File: src/rtl/brhp_pkg.sv
// shared types, constants and helpers for the byte range header parser
package brhp_pkg;

    // default and port widths of the offset values
    localparam int VALUE_WIDTH_DEF = 64;
    localparam int OUT_VALUE_WIDTH = 64;
    localparam int CHAR_WIDTH      = 8;

    // prefix "bytes=" length and the special characters
    localparam logic [2:0]            PREFIX_LEN = 3'd6;
    localparam logic [CHAR_WIDTH-1:0] CHAR_COMMA = 8'h2C;
    localparam logic [CHAR_WIDTH-1:0] CHAR_DASH  = 8'h2D;
    localparam logic [CHAR_WIDTH-1:0] CHAR_ZERO  = 8'h30;
    localparam logic [CHAR_WIDTH-1:0] CHAR_NINE  = 8'h39;

    // result status codes
    typedef enum logic [1:0] {
        ST_MISSING = 2'd0,
        ST_INVALID = 2'd1,
        ST_VALID   = 2'd2
    } t_status;

    // result detail codes, in order of priority after empty
    typedef enum logic [3:0] {
        DT_OK        = 4'd0,
        DT_EMPTY     = 4'd1,
        DT_NOT_BYTES = 4'd2,
        DT_MULTIPLE  = 4'd3,
        DT_NO_DASH   = 4'd4,
        DT_SUFFIX    = 4'd5,
        DT_BAD_START = 4'd6,
        DT_BAD_END   = 4'd7,
        DT_END_LT    = 4'd8
    } t_detail;

    // one input word as held in the input register
    typedef struct packed {
        logic [CHAR_WIDTH-1:0] char_byte;
        logic                  byte_present;
        logic                  last;
    } t_in_word;

    // verdict handed from the parser core to the result register
    typedef struct packed {
        t_status status;
        t_detail detail;
        logic    end_present;
    } t_verdict;

    // expected prefix character at a given position
    function automatic logic [CHAR_WIDTH-1:0] prefix_char(input logic [2:0] idx);
        logic [CHAR_WIDTH-1:0] ch;
        case (idx)
            3'd0:    ch = 8'h62; // b
            3'd1:    ch = 8'h79; // y
            3'd2:    ch = 8'h74; // t
            3'd3:    ch = 8'h65; // e
            3'd4:    ch = 8'h73; // s
            3'd5:    ch = 8'h3D; // =
            default: ch = 8'h00;
        endcase
        return ch;
    endfunction

endpackage

File: src/rtl/brhp_dec_acc.sv
// decimal accumulate step: value * 10 + digit with overflow detect
module brhp_dec_acc #(
    parameter int VALUE_WIDTH = brhp_pkg::VALUE_WIDTH_DEF
) (
    input  logic [VALUE_WIDTH-1:0] i_value,
    input  logic [3:0]             i_digit,
    output logic [VALUE_WIDTH-1:0] o_value,
    output logic                   o_ovf
);

    localparam int WideW = VALUE_WIDTH + 4;

    logic [WideW-1:0] w_wide;

    // times ten as shift-add, plus the digit; top nibble flags overflow
    assign w_wide  = (WideW'(i_value) << 3) + (WideW'(i_value) << 1) + WideW'(i_digit);
    assign o_value = w_wide[VALUE_WIDTH-1:0];
    assign o_ovf   = |w_wide[WideW-1:VALUE_WIDTH];

endmodule

File: src/rtl/brhp_parse_core.sv
// parser state, per-character update and end-of-header verdict
module brhp_parse_core #(
    parameter int VALUE_WIDTH = brhp_pkg::VALUE_WIDTH_DEF
) (
    input  logic                     i_clk,
    input  logic                     i_rst_n,
    input  logic                     i_step,
    input  brhp_pkg::t_in_word       i_word,
    output brhp_pkg::t_verdict       o_verdict,
    output logic [VALUE_WIDTH-1:0]   o_range_start,
    output logic [VALUE_WIDTH-1:0]   o_range_end
);

    typedef enum logic [1:0] {
        PH_PREFIX = 2'd0,
        PH_START  = 2'd1,
        PH_END    = 2'd2
    } t_phase;

    t_phase                 r_phase, n_phase;
    logic [2:0]             r_prefix_index, n_prefix_index;
    logic [VALUE_WIDTH-1:0] r_start_value, n_start_value;
    logic [VALUE_WIDTH-1:0] r_end_value, n_end_value;
    logic                   r_prefix_bad, n_prefix_bad;
    logic                   r_comma_seen, n_comma_seen;
    logic                   r_start_digits_seen, n_start_digits_seen;
    logic                   r_start_bad, n_start_bad;
    logic                   r_end_digits_seen, n_end_digits_seen;
    logic                   r_end_bad, n_end_bad;

    logic [brhp_pkg::CHAR_WIDTH-1:0] w_ch;
    logic [brhp_pkg::CHAR_WIDTH-1:0] w_digit_full;
    logic [3:0]                      w_digit;
    logic                            w_is_digit;
    logic [VALUE_WIDTH-1:0]          w_start_acc, w_end_acc;
    logic                            w_start_ovf, w_end_ovf;
    logic                            w_empty;

    // character classification
    assign w_ch         = i_word.char_byte;
    assign w_is_digit   = (w_ch >= brhp_pkg::CHAR_ZERO) && (w_ch <= brhp_pkg::CHAR_NINE);
    assign w_digit_full = w_ch - brhp_pkg::CHAR_ZERO;
    assign w_digit      = w_digit_full[3:0];

    // one accumulator per number field
    brhp_dec_acc #(.VALUE_WIDTH(VALUE_WIDTH)) u_start_acc (
        .i_value (r_start_value),
        .i_digit (w_digit),
        .o_value (w_start_acc),
        .o_ovf   (w_start_ovf)
    );

    brhp_dec_acc #(.VALUE_WIDTH(VALUE_WIDTH)) u_end_acc (
        .i_value (r_end_value),
        .i_digit (w_digit),
        .o_value (w_end_acc),
        .o_ovf   (w_end_ovf)
    );

    // next state for one character
    always_comb begin
        n_phase             = r_phase;
        n_prefix_index      = r_prefix_index;
        n_start_value       = r_start_value;
        n_end_value         = r_end_value;
        n_prefix_bad        = r_prefix_bad;
        n_comma_seen        = r_comma_seen;
        n_start_digits_seen = r_start_digits_seen;
        n_start_bad         = r_start_bad;
        n_end_digits_seen   = r_end_digits_seen;
        n_end_bad           = r_end_bad;
        if (i_word.byte_present) begin
            unique case (r_phase)
                PH_PREFIX: begin
                    if (!r_prefix_bad) begin
                        if ((r_prefix_index < brhp_pkg::PREFIX_LEN) &&
                            (w_ch == brhp_pkg::prefix_char(r_prefix_index))) begin
                            n_prefix_index = r_prefix_index + 3'd1;
                            if (r_prefix_index == brhp_pkg::PREFIX_LEN - 3'd1) begin
                                n_phase = PH_START;
                            end
                        end else begin
                            n_prefix_bad = 1'b1;
                        end
                    end
                end
                PH_START: begin
                    if (w_ch == brhp_pkg::CHAR_COMMA) begin
                        n_comma_seen = 1'b1;
                        n_start_bad  = 1'b1;
                    end else if (w_ch == brhp_pkg::CHAR_DASH) begin
                        n_phase = PH_END;
                    end else if (w_is_digit) begin
                        n_start_digits_seen = 1'b1;
                        if (!r_start_bad) begin
                            if (w_start_ovf) begin
                                n_start_bad = 1'b1;
                            end else begin
                                n_start_value = w_start_acc;
                            end
                        end
                    end else begin
                        n_start_bad = 1'b1;
                    end
                end
                PH_END: begin
                    if (w_ch == brhp_pkg::CHAR_COMMA) begin
                        n_comma_seen = 1'b1;
                        n_end_bad    = 1'b1;
                    end else if (w_is_digit) begin
                        n_end_digits_seen = 1'b1;
                        if (!r_end_bad) begin
                            if (w_end_ovf) begin
                                n_end_bad = 1'b1;
                            end else begin
                                n_end_value = w_end_acc;
                            end
                        end
                    end else begin
                        n_end_bad = 1'b1;
                    end
                end
                default: begin
                    n_phase = r_phase;
                end
            endcase
        end
    end

    // header with no character at all
    assign w_empty = (r_phase == PH_PREFIX) && (r_prefix_index == 3'd0) &&
                     !r_prefix_bad && !i_word.byte_present;

    // prioritized verdict on the state after this character
    always_comb begin
        o_verdict.status      = brhp_pkg::ST_INVALID;
        o_verdict.detail      = brhp_pkg::DT_OK;
        o_verdict.end_present = 1'b0;
        o_range_start         = '0;
        o_range_end           = '0;
        if (w_empty) begin
            o_verdict.status = brhp_pkg::ST_MISSING;
            o_verdict.detail = brhp_pkg::DT_EMPTY;
        end else if (n_phase == PH_PREFIX) begin
            o_verdict.detail = brhp_pkg::DT_NOT_BYTES;
        end else if (n_comma_seen) begin
            o_verdict.detail = brhp_pkg::DT_MULTIPLE;
        end else if (n_phase != PH_END) begin
            o_verdict.detail = brhp_pkg::DT_NO_DASH;
        end else if (!n_start_digits_seen && !n_start_bad) begin
            o_verdict.detail = brhp_pkg::DT_SUFFIX;
        end else if (n_start_bad) begin
            o_verdict.detail = brhp_pkg::DT_BAD_START;
        end else if (n_end_bad) begin
            o_verdict.detail = brhp_pkg::DT_BAD_END;
        end else if (n_end_digits_seen && (n_end_value < n_start_value)) begin
            o_verdict.detail = brhp_pkg::DT_END_LT;
        end else begin
            o_verdict.status      = brhp_pkg::ST_VALID;
            o_verdict.detail      = brhp_pkg::DT_OK;
            o_verdict.end_present = n_end_digits_seen;
            o_range_start         = n_start_value;
            if (n_end_digits_seen) begin
                o_range_end = n_end_value;
            end
        end
    end

    // parser state; last word returns it to the reset state
    always_ff @(posedge i_clk) begin
        if (!i_rst_n || (i_step && i_word.last)) begin
            r_phase             <= PH_PREFIX;
            r_prefix_index      <= 3'd0;
            r_start_value       <= '0;
            r_end_value         <= '0;
            r_prefix_bad        <= 1'b0;
            r_comma_seen        <= 1'b0;
            r_start_digits_seen <= 1'b0;
            r_start_bad         <= 1'b0;
            r_end_digits_seen   <= 1'b0;
            r_end_bad           <= 1'b0;
        end else if (i_step) begin
            r_phase             <= n_phase;
            r_prefix_index      <= n_prefix_index;
            r_start_value       <= n_start_value;
            r_end_value         <= n_end_value;
            r_prefix_bad        <= n_prefix_bad;
            r_comma_seen        <= n_comma_seen;
            r_start_digits_seen <= n_start_digits_seen;
            r_start_bad         <= n_start_bad;
            r_end_digits_seen   <= n_end_digits_seen;
            r_end_bad           <= n_end_bad;
        end
    end

endmodule

File: src/rtl/byte_range_header_parser_unit.sv
// byte range header parser: top level with input and result registers
// a word accepted into the input register then steps the parser; a last word's
//   result is loaded into the result register in that step and shows on o_valid
// throughput: one word per cycle, set by the single parser step per cycle
// a stalled result blocks only a last word; earlier words keep flowing
// reset: synchronous active-low i_rst_n empties both registers and the parser

module byte_range_header_parser_unit #(
    parameter int VALUE_WIDTH = brhp_pkg::VALUE_WIDTH_DEF
) (
    input  logic        i_clk,
    input  logic        i_rst_n,
    input  logic        i_valid,
    output logic        o_stall,
    input  logic [7:0]  i_char_byte,
    input  logic        i_byte_present,
    input  logic        i_last,
    output logic        o_valid,
    input  logic        i_stall,
    output logic [1:0]  o_status,
    output logic [3:0]  o_detail,
    output logic [63:0] o_range_start,
    output logic [63:0] o_range_end,
    output logic        o_end_present
);

    localparam int OutW = brhp_pkg::OUT_VALUE_WIDTH;

    logic                   r_in_valid;
    brhp_pkg::t_in_word     r_in_word;
    logic                   w_advance;
    logic                   w_step;
    brhp_pkg::t_verdict     w_verdict;
    logic [VALUE_WIDTH-1:0] w_range_start, w_range_end;
    logic                   w_load;

    logic                   r_out_valid;
    brhp_pkg::t_verdict     r_out_verdict;
    logic [OutW-1:0]        r_out_start, r_out_end;

    // a last word can only move on when the result register is free
    assign w_advance = !(r_in_word.last && r_out_valid && i_stall);
    assign w_step    = r_in_valid && w_advance;
    assign w_load    = w_step && r_in_word.last;
    assign o_stall   = r_in_valid && !w_advance;

    // input register
    always_ff @(posedge i_clk) begin
        if (!i_rst_n) begin
            r_in_valid <= 1'b0;
        end else if (!o_stall) begin
            r_in_valid <= i_valid;
        end
        if (!o_stall && i_valid) begin
            r_in_word.char_byte    <= i_char_byte;
            r_in_word.byte_present <= i_byte_present;
            r_in_word.last         <= i_last;
        end
    end

    brhp_parse_core #(.VALUE_WIDTH(VALUE_WIDTH)) u_core (
        .i_clk         (i_clk),
        .i_rst_n       (i_rst_n),
        .i_step        (w_step),
        .i_word        (r_in_word),
        .o_verdict     (w_verdict),
        .o_range_start (w_range_start),
        .o_range_end   (w_range_end)
    );

    // result register
    always_ff @(posedge i_clk) begin
        if (!i_rst_n) begin
            r_out_valid <= 1'b0;
        end else if (w_load) begin
            r_out_valid <= 1'b1;
        end else if (!i_stall) begin
            r_out_valid <= 1'b0;
        end
        if (w_load) begin
            r_out_verdict <= w_verdict;
            r_out_start   <= OutW'(w_range_start);
            r_out_end     <= OutW'(w_range_end);
        end
    end

    assign o_valid       = r_out_valid;
    assign o_status      = r_out_verdict.status;
    assign o_detail      = r_out_verdict.detail;
    assign o_end_present = r_out_verdict.end_present;
    assign o_range_start = r_out_start;
    assign o_range_end   = r_out_end;

endmodule

File: config.mk
export PLATFORM = sky130hd
export DESIGN_NAME = byte_range_header_parser_unit
export DESIGN_NICKNAME = d
export VERILOG_FILES = /design/src/rtl/brhp_pkg.sv /design/src/rtl/brhp_dec_acc.sv /design/src/rtl/brhp_parse_core.sv /design/src/rtl/byte_range_header_parser_unit.sv
export SDC_FILE = /design/constraint.sdc
export NUM_CORES = 1
export LEC_CHECK = 0
export BUFFER_PORTS_ARGS = -buffer_cell sky130_fd_sc_hd__buf_2
export CAP_MARGIN = 40
export CORE_MARGIN = 2
export CORE_UTILIZATION = 57
export DETAILED_ROUTE_END_ITERATION = 8
export HOLD_SLACK_MARGIN = 0.1
export PLACE_DENSITY = 0.79
export SLEW_MARGIN = 20
export SYNTH_ARGS = -nofsm -noshare
export SYNTH_HDL_FRONTEND = slang
export SYNTH_SLANG_ARGS = --single-unit
File: constraint.sdc
create_clock -name i_clk -period 7.5 [get_ports i_clk]
set_input_delay 0.75 -clock i_clk [delete_from_list [all_inputs] [get_ports i_clk]]
set_output_delay 0.75 -clock i_clk [all_outputs]
set_load 0.05 [all_outputs]
* Yosys cells after proc, flatten, opt, wreduce, memory -nomap -nowiden
Cells that the tools add are included.
** Word-level totals
- Bits in registers :: 286
- RAM bits :: 0
- Memory bits (read-only) :: 0
- Memories kept :: 0
- Latch bits :: 0
** Cells by class
- Bitwise operators :: 2
- Magnitude comparators :: 4
- $add $sub $neg :: 6
- Reduce and logical (&&, ||, !) cells :: 33
- $mul :: 0
- Div/mod/pow operators :: 0
- Mux-type cells :: 67
- Shift operators :: 0
- Equal/unequal tests :: 12
** Operators by type and width (number)
- 64-bit two-way mux :: 13
- 67-bit by 65-bit adder with 68-bit output :: 2
- 68-bit by 4-bit adder with 68-bit output :: 2
- 64-bit less-than comparator :: 1
- 7-bit one-hot mux with 6 select lines :: 1
- 1-bit two-way mux :: 35
- 8-bit two-way mux :: 3
- 2-bit two-way mux :: 9
- 8-bit by 6-bit == test with 1-bit output, second input constant :: 2
- 1-bit logical AND :: 13
- 3-bit two-way mux :: 4
- 9-bit OR reduction :: 1
- 8-bit == test :: 1
- 8-bit by 6-bit greater-or-equal comparator with 1-bit output, second input constant :: 1
- 8-bit by 6-bit less-or-equal comparator with 1-bit output, second input constant :: 1
- 4-bit OR reduction :: 2
- 8-bit OR reduction :: 1
- 1-bit zero test :: 7
- 7-bit OR reduction :: 1
- 3-bit by 2-bit == test with 1-bit output, second input constant :: 2
- 3-bit == test, second input constant :: 2
- 5-bit AND reduction :: 1
- 2-bit zero test :: 2
- 4-bit two-way mux :: 1
- 15 further kinds :: 16

* Depth between registers and ports, before layout
Gate-level depths: netlist of the first run.
- Depth in word-level cells :: 19
- Mapped depth :: 31
- Depth with buffers taken out :: 28

* Hierarchy
From an unflattened synthesis of the first run, not the netlist that was laid out.
** Second synthesis, totals
- Cells, all modules :: 2531
- Area, all modules :: 23547.6 um^2
** Modules (own cells, without submodules)
- brhp_parse_core :: sequential area each 2782.7 um^2, cells an instance 1053, area each 9626.7 um^2, times used 1
- brhp_dec_acc :: sequential area each 0.0 um^2, cells an instance 661, area each 4735.8 um^2, times used 2
- byte_range_header_parser_unit :: sequential area each 4394.2 um^2, cells an instance 156, area each 4449.3 um^2, times used 1

* Worst setup path before layout of the first run
No wires, ideal clock.
- Path kind :: reg2reg
- From :: register r_in_word[5] in the netlist's numbering
- To :: register r_out_start[59], in the netlist o_range_start[59] (data pin)
- Clock period less this slack :: 6948 ps
- Arrival time :: 6687 ps
- Path buffers :: 4
- Slack :: 552 ps
- Cell stages (with the launch flop) :: 32
- Path through :: edfxtp_1 -> inv_1 -> fa_1 -> inv_1 -> ha_1 -> a211oi_1 -> nor2_1 -> o22ai_1 -> o41a_1 -> o41ai_2 -> a41oi_1 -> o21ai_1 -> xor2_1 -> nor3_1 -> buf_4 -> buf_4 -> mux2i_1 -> ha_1 -> a21o_1 -> a21oi_1 -> nor2b_1 -> o21ai_0 -> nand2b_1 -> a211oi_1 -> o21ai_0 -> a2111oi_0 -> o221ai_1 -> or3_1 -> o21bai_2 -> buf_6 -> buf_6 -> nor2_1
** On the way
- Cells in the longest elaborated chain, start to end :: 13
- Elaborated cells on any way between the ends :: 64
** Ends and longest elaborated chain
- start, declared :: RTL line byte_range_header_parser_unit.sv:30 : brhp_pkg::t_in_word r_in_word;
- 4-bit by 1-bit subtractor with 4-bit output :: RTL line brhp_parse_core.sv:42 : assign w_digit_full = w_ch - brhp_pkg::CHAR_ZERO;
- 68-bit by 4-bit adder with 68-bit output :: RTL line brhp_dec_acc.sv:16 : assign w_wide = (WideW'(i_value) << 3) + (WideW'(i_value) << 1) + WideW'(i_digit);
- 4-bit OR reduction :: RTL line brhp_dec_acc.sv:18 : assign o_ovf = |w_wide[WideW-1:VALUE_WIDTH];
- 64-bit two-way mux or 1-bit two-way mux (tied branches) :: RTL line brhp_parse_core.sv:96 : if (w_start_ovf) begin
- 64-bit two-way mux or 1-bit two-way mux (tied branches) :: RTL line brhp_parse_core.sv:95 : if (!r_start_bad) begin
- 64-bit two-way mux or 1-bit two-way mux (tied branches) :: RTL line brhp_parse_core.sv:93 : end else if (w_is_digit) begin
- 64-bit two-way mux or 1-bit two-way mux (tied branches) :: RTL line brhp_parse_core.sv:91 : end else if (w_ch == brhp_pkg::CHAR_DASH) begin
- 64-bit two-way mux or 1-bit two-way mux (tied branches) :: RTL line brhp_parse_core.sv:88 : if (w_ch == brhp_pkg::CHAR_COMMA) begin
- 64-bit two-way mux or 1-bit two-way mux (tied branches) :: RTL line brhp_parse_core.sv:73 : unique case (r_phase)
- 64-bit two-way mux or 1-bit two-way mux (tied branches) :: RTL line brhp_parse_core.sv:72 : if (i_word.byte_present) begin
- 64-bit less-than comparator or 1-bit zero test (tied branches) :: RTL line brhp_parse_core.sv:156, brhp_parse_core.sv:150
- 1-bit logical AND, on equally long branches :: RTL line brhp_parse_core.sv:156, brhp_parse_core.sv:150
- 8-bit OR reduction (no source line)
- end signal, assigned :: RTL line byte_range_header_parser_unit.sv:82 : r_out_start <= OutW'(w_range_start);
- end, declared :: RTL line byte_range_header_parser_unit.sv:39 : logic [OutW-1:0] r_out_start, r_out_end;
Several ways; a longest one is shown, not always the timed one.
A chain may end at the register's enable or synchronous reset.

* Worst setup path in the final report of the first run
- From :: register u_core.r_start_value[16]
- To :: register r_out_start[8], in the netlist o_range_start[8] (data pin)
** On the way
- Cells in the longest elaborated chain, start to end :: 13
- Elaborated cells on any way between the ends :: 22
** Ends and longest elaborated chain
- start, declared :: RTL line brhp_parse_core.sv:22 : logic [VALUE_WIDTH-1:0] r_start_value, n_start_value;
- start signal, assigned :: RTL line brhp_parse_core.sv:185 : r_start_value <= n_start_value;
- 67-bit by 65-bit adder with 68-bit output :: RTL line brhp_dec_acc.sv:16
- 68-bit by 4-bit adder with 68-bit output :: RTL line brhp_dec_acc.sv:16
- 4-bit OR reduction :: RTL line brhp_dec_acc.sv:18
- 64-bit two-way mux or 1-bit two-way mux (tied branches) :: RTL line brhp_parse_core.sv:96
- 64-bit two-way mux or 1-bit two-way mux (tied branches) :: RTL line brhp_parse_core.sv:95
- 64-bit two-way mux or 1-bit two-way mux (tied branches) :: RTL line brhp_parse_core.sv:93
- 64-bit two-way mux or 1-bit two-way mux (tied branches) :: RTL line brhp_parse_core.sv:91
- 64-bit two-way mux or 1-bit two-way mux (tied branches) :: RTL line brhp_parse_core.sv:88
- 64-bit two-way mux or 1-bit two-way mux (tied branches) :: RTL line brhp_parse_core.sv:73
- 64-bit two-way mux or 1-bit two-way mux (tied branches) :: RTL line brhp_parse_core.sv:72
- 64-bit less-than comparator or 1-bit zero test (tied branches) :: RTL line brhp_parse_core.sv:156, brhp_parse_core.sv:150
- 1-bit logical AND, on equally long branches :: RTL line brhp_parse_core.sv:156, brhp_parse_core.sv:150
- 8-bit OR reduction (no source line)
Several ways; a longest one is shown, not always the timed one.

==> impl_results.md, run 1 <==
- Drt drc: 0
- Fmax achieved: about 0.14 GHz
- Vias: 20800
- Gate Count Post-Synth: between 2000 and 3000
- Commonest non-fill, non-tap cell in the layout: ha_1
- Final Power: 4.19 mW
- #FFs+latches synth: approximately 290
- Global-route wire length before repair: 107000 µm
- Gr ovfl total: 0
- DRT iter0 DRCs: roughly 1700
- Startpoint Class: flip-flop
- Final Max Slew Viols: 0
- TritonCTS clock tree: done
- Ports: about 150
- CTS clk-pin slew, worst paths: around 0.070 ns
- Unique masters post-synth: slightly below 80
- P_leak: 11.9 nW
- Initial antenna violation count: 1
- Area Growth Syn to Fin: 13.0%
- Vias in the first global route: ~20000
- Fin. Hold Viols: 0
- Layout cells sized above 1: 15.2%
- Slew @ Worst Pin: between 0.8 and 0.9 ns
- PortBufs: 150
- Post-route ant nets: 0
- Sequential area share after synthesis: 31.2%
- Setup TNS: 0 ns
- Hold WC Path Type: in2reg
- Dpl hpwl: roughly 52000 µm
- Crit path max-delay cell type: or3_1
- Mapped cell area: 23000 µm²
- Commonest non-fill, non-tap cells in the layout: ha_1 (324), nor2_1 (293), a21oi_1 (229)
- Pre-Repair DR Iteration Count: 5
- Worst hold slack: around 0.34 ns
- # setup viols final: 0
- Relative slew slack: 43.9%
- Crit-path max cell delay: approximately 0.45 ns
- Final Cycle Share: between 90% and 100%
- CTS root buf: clkbuf_16
- Worst skew pair latency: ~0.60 ns
- Worst slack at placement: -0.351 ns
- Die width: around 210 µm
- Core Region: roughly 40000 µm²
- Nets: approximately 3000
- Critical Path RT: ~7.8 ns
- Max-Cap Viols: 0
- Endpoint kind of the worst setup timing path: flip-flop
- Ys async rst share: 0%
- Final setup skew: ~0.022 ns
- Post-synth EDFFs: between 100 and 150
- Status: finished clean
- Post-layout minimum cycle time: 7.32 ns
- Die Y: 205 µm
- Synth Net Count: approximately 2900
- Routed WL: 69300 µm
- Final GP Congestion: 0.982
- CP dominant cell by count: buf_12
- Vias per cell: about 6.3
- Largest net degree at the start of global routing: 99
- Filler cell count: around 3300
- Min setup slack post-route: ~0.18 ns
- CTS buffer count: 31
- Std-Cell Rows: 73
- WS Path Type: reg2reg
- Syn Area/Cell: 8.90 µm²
- Initial Utilization: 57.8%
- Die ar.: around 42000 µm²
- Final core utilization: ~65%
- Ys flop type: edfxtp_1
- Crit path max fanout: 17
- Global Route Usage Sum: about 32%
- H-tree levels: 1
- Wirelength per Cell: 21.1 µm
- Maximum vdd drop: 0.171 mV
- Power Dens Cells: ~160 nW/µm²
- CTS Sinks: 286
- YS warnings: 0
- Clock Path Buffers: 3
- Crit path DAT: roughly 7.7 ns
## critical path: cells and delay by family (launching register included)
family	cells	cell delay, ns
simple gates	5	0.96
mux	1	0.38
fa+ha+maj	3	0.94
xor+xnor	1	0.13
flops	1	0.42
compound gates	12	3.44
buf+inv	4	0.75
## cells in the mapped netlist, types with 27 or more instances
cell type / count / share of area, %
a21oi_1: 234 / 5.1
o21ai_0: 125 / 2.7
a21o_1: 70 / 2.3
ha_1: 325 / 18
o21bai_1: 28 / 0.91
nand4_1: 57 / 1.5
edfxtp_1: 145 / 19
nor3_2: 49 / 2.1
clkbuf_1: 97 / 1.6
dfxtp_1: 141 / 12
nand2_1: 193 / 3.1
a211oi_1: 102 / 3.3
nor2_1: 293 / 4.8
nand3_1: 32 / 0.70
xor2_1: 50 / 1.9
nor3_1: 27 / 0.59
inv_1: 106 / 1.7
mux2i_1: 92 / 4.0
xnor2_1: 71 / 2.7
## power breakdown
group | leakage, nW | total, mW | internal, mW | switching, mW
Clock | 0.528 | 1.67 | 0.975 | 0.695
Combinational | 8.59 | 0.793 | 0.283 | 0.510
Sequential | 2.75 | 1.73 | 1.68 | 0.0535
Total | 11.9 | 4.19 | 2.94 | 1.26
## per-stage QoR
step	instances	instance area, µm²
detailed placement	3218	24500
CTS	3275	25700
finish	3290	26000
global route	3288	26000
floorplan	2587	23000
global placement	3213	24500
## path summary, 6_finish.rpt
kind                            slack [ns]  cells past startpoint                  endpoint                      from
worst min register to register        0.50                      2  u_core.r_end_digits_seen  u_core.r_end_digits_seen
worst min-delay path                  0.34                      1              r_in_word[8]            i_char_byte[6]
worst max-delay path                  0.18                     26          o_range_start[8]  u_core.r_start_value[16]
worst max register to register        0.18                     26          o_range_start[8]  u_core.r_start_value[16]
## timing repair
item	CTS	global route
endpoints found under the setup margin	131	132
gates resized for setup	5	50
pin swaps	1	13
hold buffers	0	0
buffers inserted	0	9
gates cloned	0	2
## kinds of logic (layout without fill, tap and decap cells)
kind of cell,after synthesis,count (layout),share of synthesized area (%)
compound gates,730,730,20.5
xor+xnor,121,121,4.60
fa+ha+maj,329,329,18.0
buf+inv,238,414,4.67
flops,286,286,31.2
mux,97,97,4.24
other cells,0,2,0
simple gates,786,786,16.9
## routing by layer
metal / wire, µm / global-route usage, % / vias up
met4: 3210 / 14.4 / 0
met5: 0 / 0 / -
met3: 4980 / 3.25 / 153
li1: - / - / 9891
met2: 30800 / 51.3 / 901
met1: 30300 / 44.0 / 9845
## sequential cells by signal, indices dropped and copies added (netlist names), 2 cells and up
signal	flops
o_range_end	64
o_range_start	64
u_core.r_end_value	64
u_core.r_start_value	64
r_in_word	10
o_detail	4
u_core.r_prefix_index	3
o_status	2
u_core.r_phase	2
## cell type report
class                      instances  area [µm²]  area share [%]
sequential                       286        7180            27.6
clock inverter                    21         262            1.00
clock buffer                      36         836            3.21
multi-input combinational       2063       15000            57.7
tap                              525         657            2.52
timing repair buffer             250        1680            6.45
antenna                            2        5.00          0.0192
inverter                         107         407            1.56
Note: power is estimated with default switching activity, not from simulation.
==> run 2, diff against run 1 <==
BUFFER_PORTS_ARGS = -buffer_cell sky130_fd_sc_hd__buf_4   (was -buffer_cell sky130_fd_sc_hd__buf_2)
CORE_UTILIZATION = 60   (was 57)
clock period = 8.8 ns   (was 7.5 ns; I/O delays follow)
==> impl_results.md, run 2 (synthesis gave the netlist of run 1 again) <==
- Min setup slack post-route: 0.432 ns (was 0.184 ns)
- Hold Path Origin: i_char_byte[1] (was i_char_byte[6])
- R2R setup slack: 0.43 ns (was 0.18 ns)
- Worst slack at placement: 0.0898 ns (was -0.351 ns)
- Layout cells sized above 1: 12.1% (was 15.2%)
- Initial Utilization: 61.0% (was 57.8%)
- Register area: 7180 µm² (unchanged)
- Std-Cell Rows: 71 (was 73)
- Wirelength per Cell: 21.1 µm (about the same)
- P_leak: 11.5 nW (was 11.9 nW)
- Status: finished clean (unchanged)
- Filler cell count: 3071 (was 3275)
- Seq pwr share: 43.2% (was 41.3%)
- Vias in the first global route: 19300 (was 19500)
- CTS Sinks: 286 (unchanged)
- Endpoint kind of the worst setup timing path: flip-flop (unchanged)
- Ports: 151 (unchanged)
- Launch point of the worst reg-to-reg path: r_in_word[5] (was u_core.r_start_value[16])
- Post-route ant nets: 0 (unchanged)
- Drt drc: 0 (unchanged)
- Slew @ Worst Pin: 0.837 ns (was 0.834 ns)
- Hold path endpoint: r_in_word[3] (was r_in_word[8])
- Clock power frac: 38.1% (was 39.8%)
- Largest net degree at the start of global routing: 76 (was 99)
- Post-layout minimum cycle time: 8.37 ns (was 7.32 ns)
- Multi-input logic area: 14800 µm² (was 15000 µm²)
- Final core utilization: 67.7% (was 65.4%)
- Die Y: 200 µm (was 205 µm)
- Vias per cell: 6.36 (was 6.32)
- Worst path bufs/invs: 5 (was 4)
- Setup bufs post-CTS: 0 (unchanged)
- RSZ-0062 raised after global routing: false
- Nets: 3021 (was 3082)
- Clock Path Buffers: 3 (unchanged)
- Worst skew pair latency: 0.61 ns (was 0.60 ns)
- Crit path DAT: 8.79 ns (was 7.65 ns)
- Initial antenna violation count: 0 (was 1)
- Critical Path RT: 9.22 ns (was 7.83 ns)
- CTS root buf: clkbuf_16 (unchanged)
- Crit path max fanout: 65 (was 17)
- Dpl hpwl: 51800 µm (was 52400 µm)
- Final Max Slew Viols: 0 (unchanged)
- Final setup skew: 0.0188 ns (was 0.0217 ns)
- Setup TNS: 0 ns (unchanged)
- H-tree levels: 1 (unchanged)
- Commonest non-fill, non-tap cells in the layout: ha_1 (325), nor2_1 (293), a21oi_1 (234) (was ha_1 (324), nor2_1 (293), a21oi_1 (229))
- Psw: 1.07 mW (was 1.26 mW)
- Gr ovfl total: 0 (unchanged)
- Startpoint Class: flip-flop (unchanged)
- R2R cell count: 27 (was 26)
- N_diodes: 0 (was 2)
- DRT iter0 DRCs: 1492 (was 1681)
- CTS buffer count: 31 (unchanged)
- Cell-internal power: 2.34 mW (was 2.94 mW)
- Hold WC Path Type: in2reg (unchanged)
- WS Path Type: reg2reg (unchanged)
- Kind of cell adding the most delay to the critical path: compound AO/OA/AOI/OAI gates (unchanged)
- Core Region: 37800 µm² (was 39800 µm²)
- Routed WL: 68000 µm (was 69300 µm)
- Area Growth Syn to Fin: 10.9% (was 13.0%)
- TritonCTS clock tree: done (unchanged)
- Fin. Hold Viols: 0 (unchanged)
- Die width: 200 µm (was 205 µm)
- Max-Cap Viols: 0 (unchanged)
- # setup viols final: 0 (unchanged)
- Global Route Usage Sum: 33.7% (was 32.1%)
- Power Dens Cells: 134 nW/µm² (was 161 nW/µm²)
- Sw frac: 31.3% (was 30.0%)
- Crit path max-delay cell type: fa_1 (was or3_1)
- Relative slew slack: 44.2% (was 43.9%)
- Vias: 20400 (was 20800)
- Gate power share: 18.6% (was 18.9%)
- Fmax achieved: 0.120 GHz (was 0.137 GHz)
- Global-route wire length before repair: 106000 µm (was 107000 µm)
- Maximum vdd drop: 0.167 mV (was 0.171 mV)
- Die ar.: 40000 µm² (was 42000 µm²)
- Final GP Congestion: 0.955 (was 0.982)
- Reg-to-Reg End: o_range_end[63] (was o_range_start[8])
- PortBufs: 150 (unchanged)
- Commonest non-fill, non-tap cell in the layout: ha_1 (unchanged)
- Final Cycle Share: 95.1% (was 97.5%)
- WHS Path Cells: 1 (unchanged)
- Crit-path max cell delay: 0.61 ns (was 0.45 ns)
- Pre-Repair DR Iteration Count: 8 (was 5)
- CTS clk-pin slew, worst paths: 0.07 ns (about the same)
## run 2: per-layer routing
| layer | up-vias | share of wire, % | GRT usage (%) |
|---|---|---|---|
| li1 | 9787 | - | - |
| met1 | 9699 | 42 | 44.3 |
| met2 | 792 | 46 | 55.9 |
| met3 | 171 | 6.6 | 4.37 |
| met4 | 0 | 4.9 | 14.7 |
| met5 | - | 0 | 0 |
## run 2: timing repair
item / 4_1_cts / 5_1_grt
endpoints found under the setup margin: 0 / 131
hold buffers: 0 / 0
resized for setup: 0 / 6
## run 2: cell type report
type | count | share of cell area, %
multi-input combinational | 2063 | 58.1
sequential | 286 | 28.1
timing repair buffer | 189 | 5.84
clock buffer | 32 | 3.09
tap | 511 | 2.50
inverter | 107 | 1.59
clock inverter | 26 | 0.808
## run 2: power by group through the flow
stage          clock network (mW)  logic, mW  registers [mW]
6_report                     1.30      0.636            1.48
5_1_grt                      1.36      0.696            1.48
4_1_cts                      1.31      0.624            1.47
3_5_place_dp                    0      0.617            1.50
3_3_place_gp                    0      0.598            1.50
2_1_floorplan                   0      0.472            1.50
## run 2: how the worst max path moves through the flow
stage,depth (start not counted),end,startpoint
global route,27,o_range_end[58],r_in_word[5]
finish,27,o_range_end[63],r_in_word[5]
global placement,29,o_range_start[40],r_in_word[5]
CTS,29,o_range_start[38],r_in_word[5]
floorplan,31,o_range_start[59],r_in_word[5]
detailed placement,29,o_range_start[38],r_in_word[5]
## run 2: through the flow
step | area, µm² | hold slack, ns | instances | power (mW)
final | 25500 | 0.454 | 3214 | 3.41
after global routing | 25500 | 0.440 | 3214 | 3.54
after CTS | 25500 | 0.435 | 3214 | 3.41
after detailed placement | 24500 | 0.465 | 3156 | 2.12
after global placement | 24400 | 0.450 | 3151 | 2.10
after floorplan | 23000 | 0.437 | 2587 | 1.97
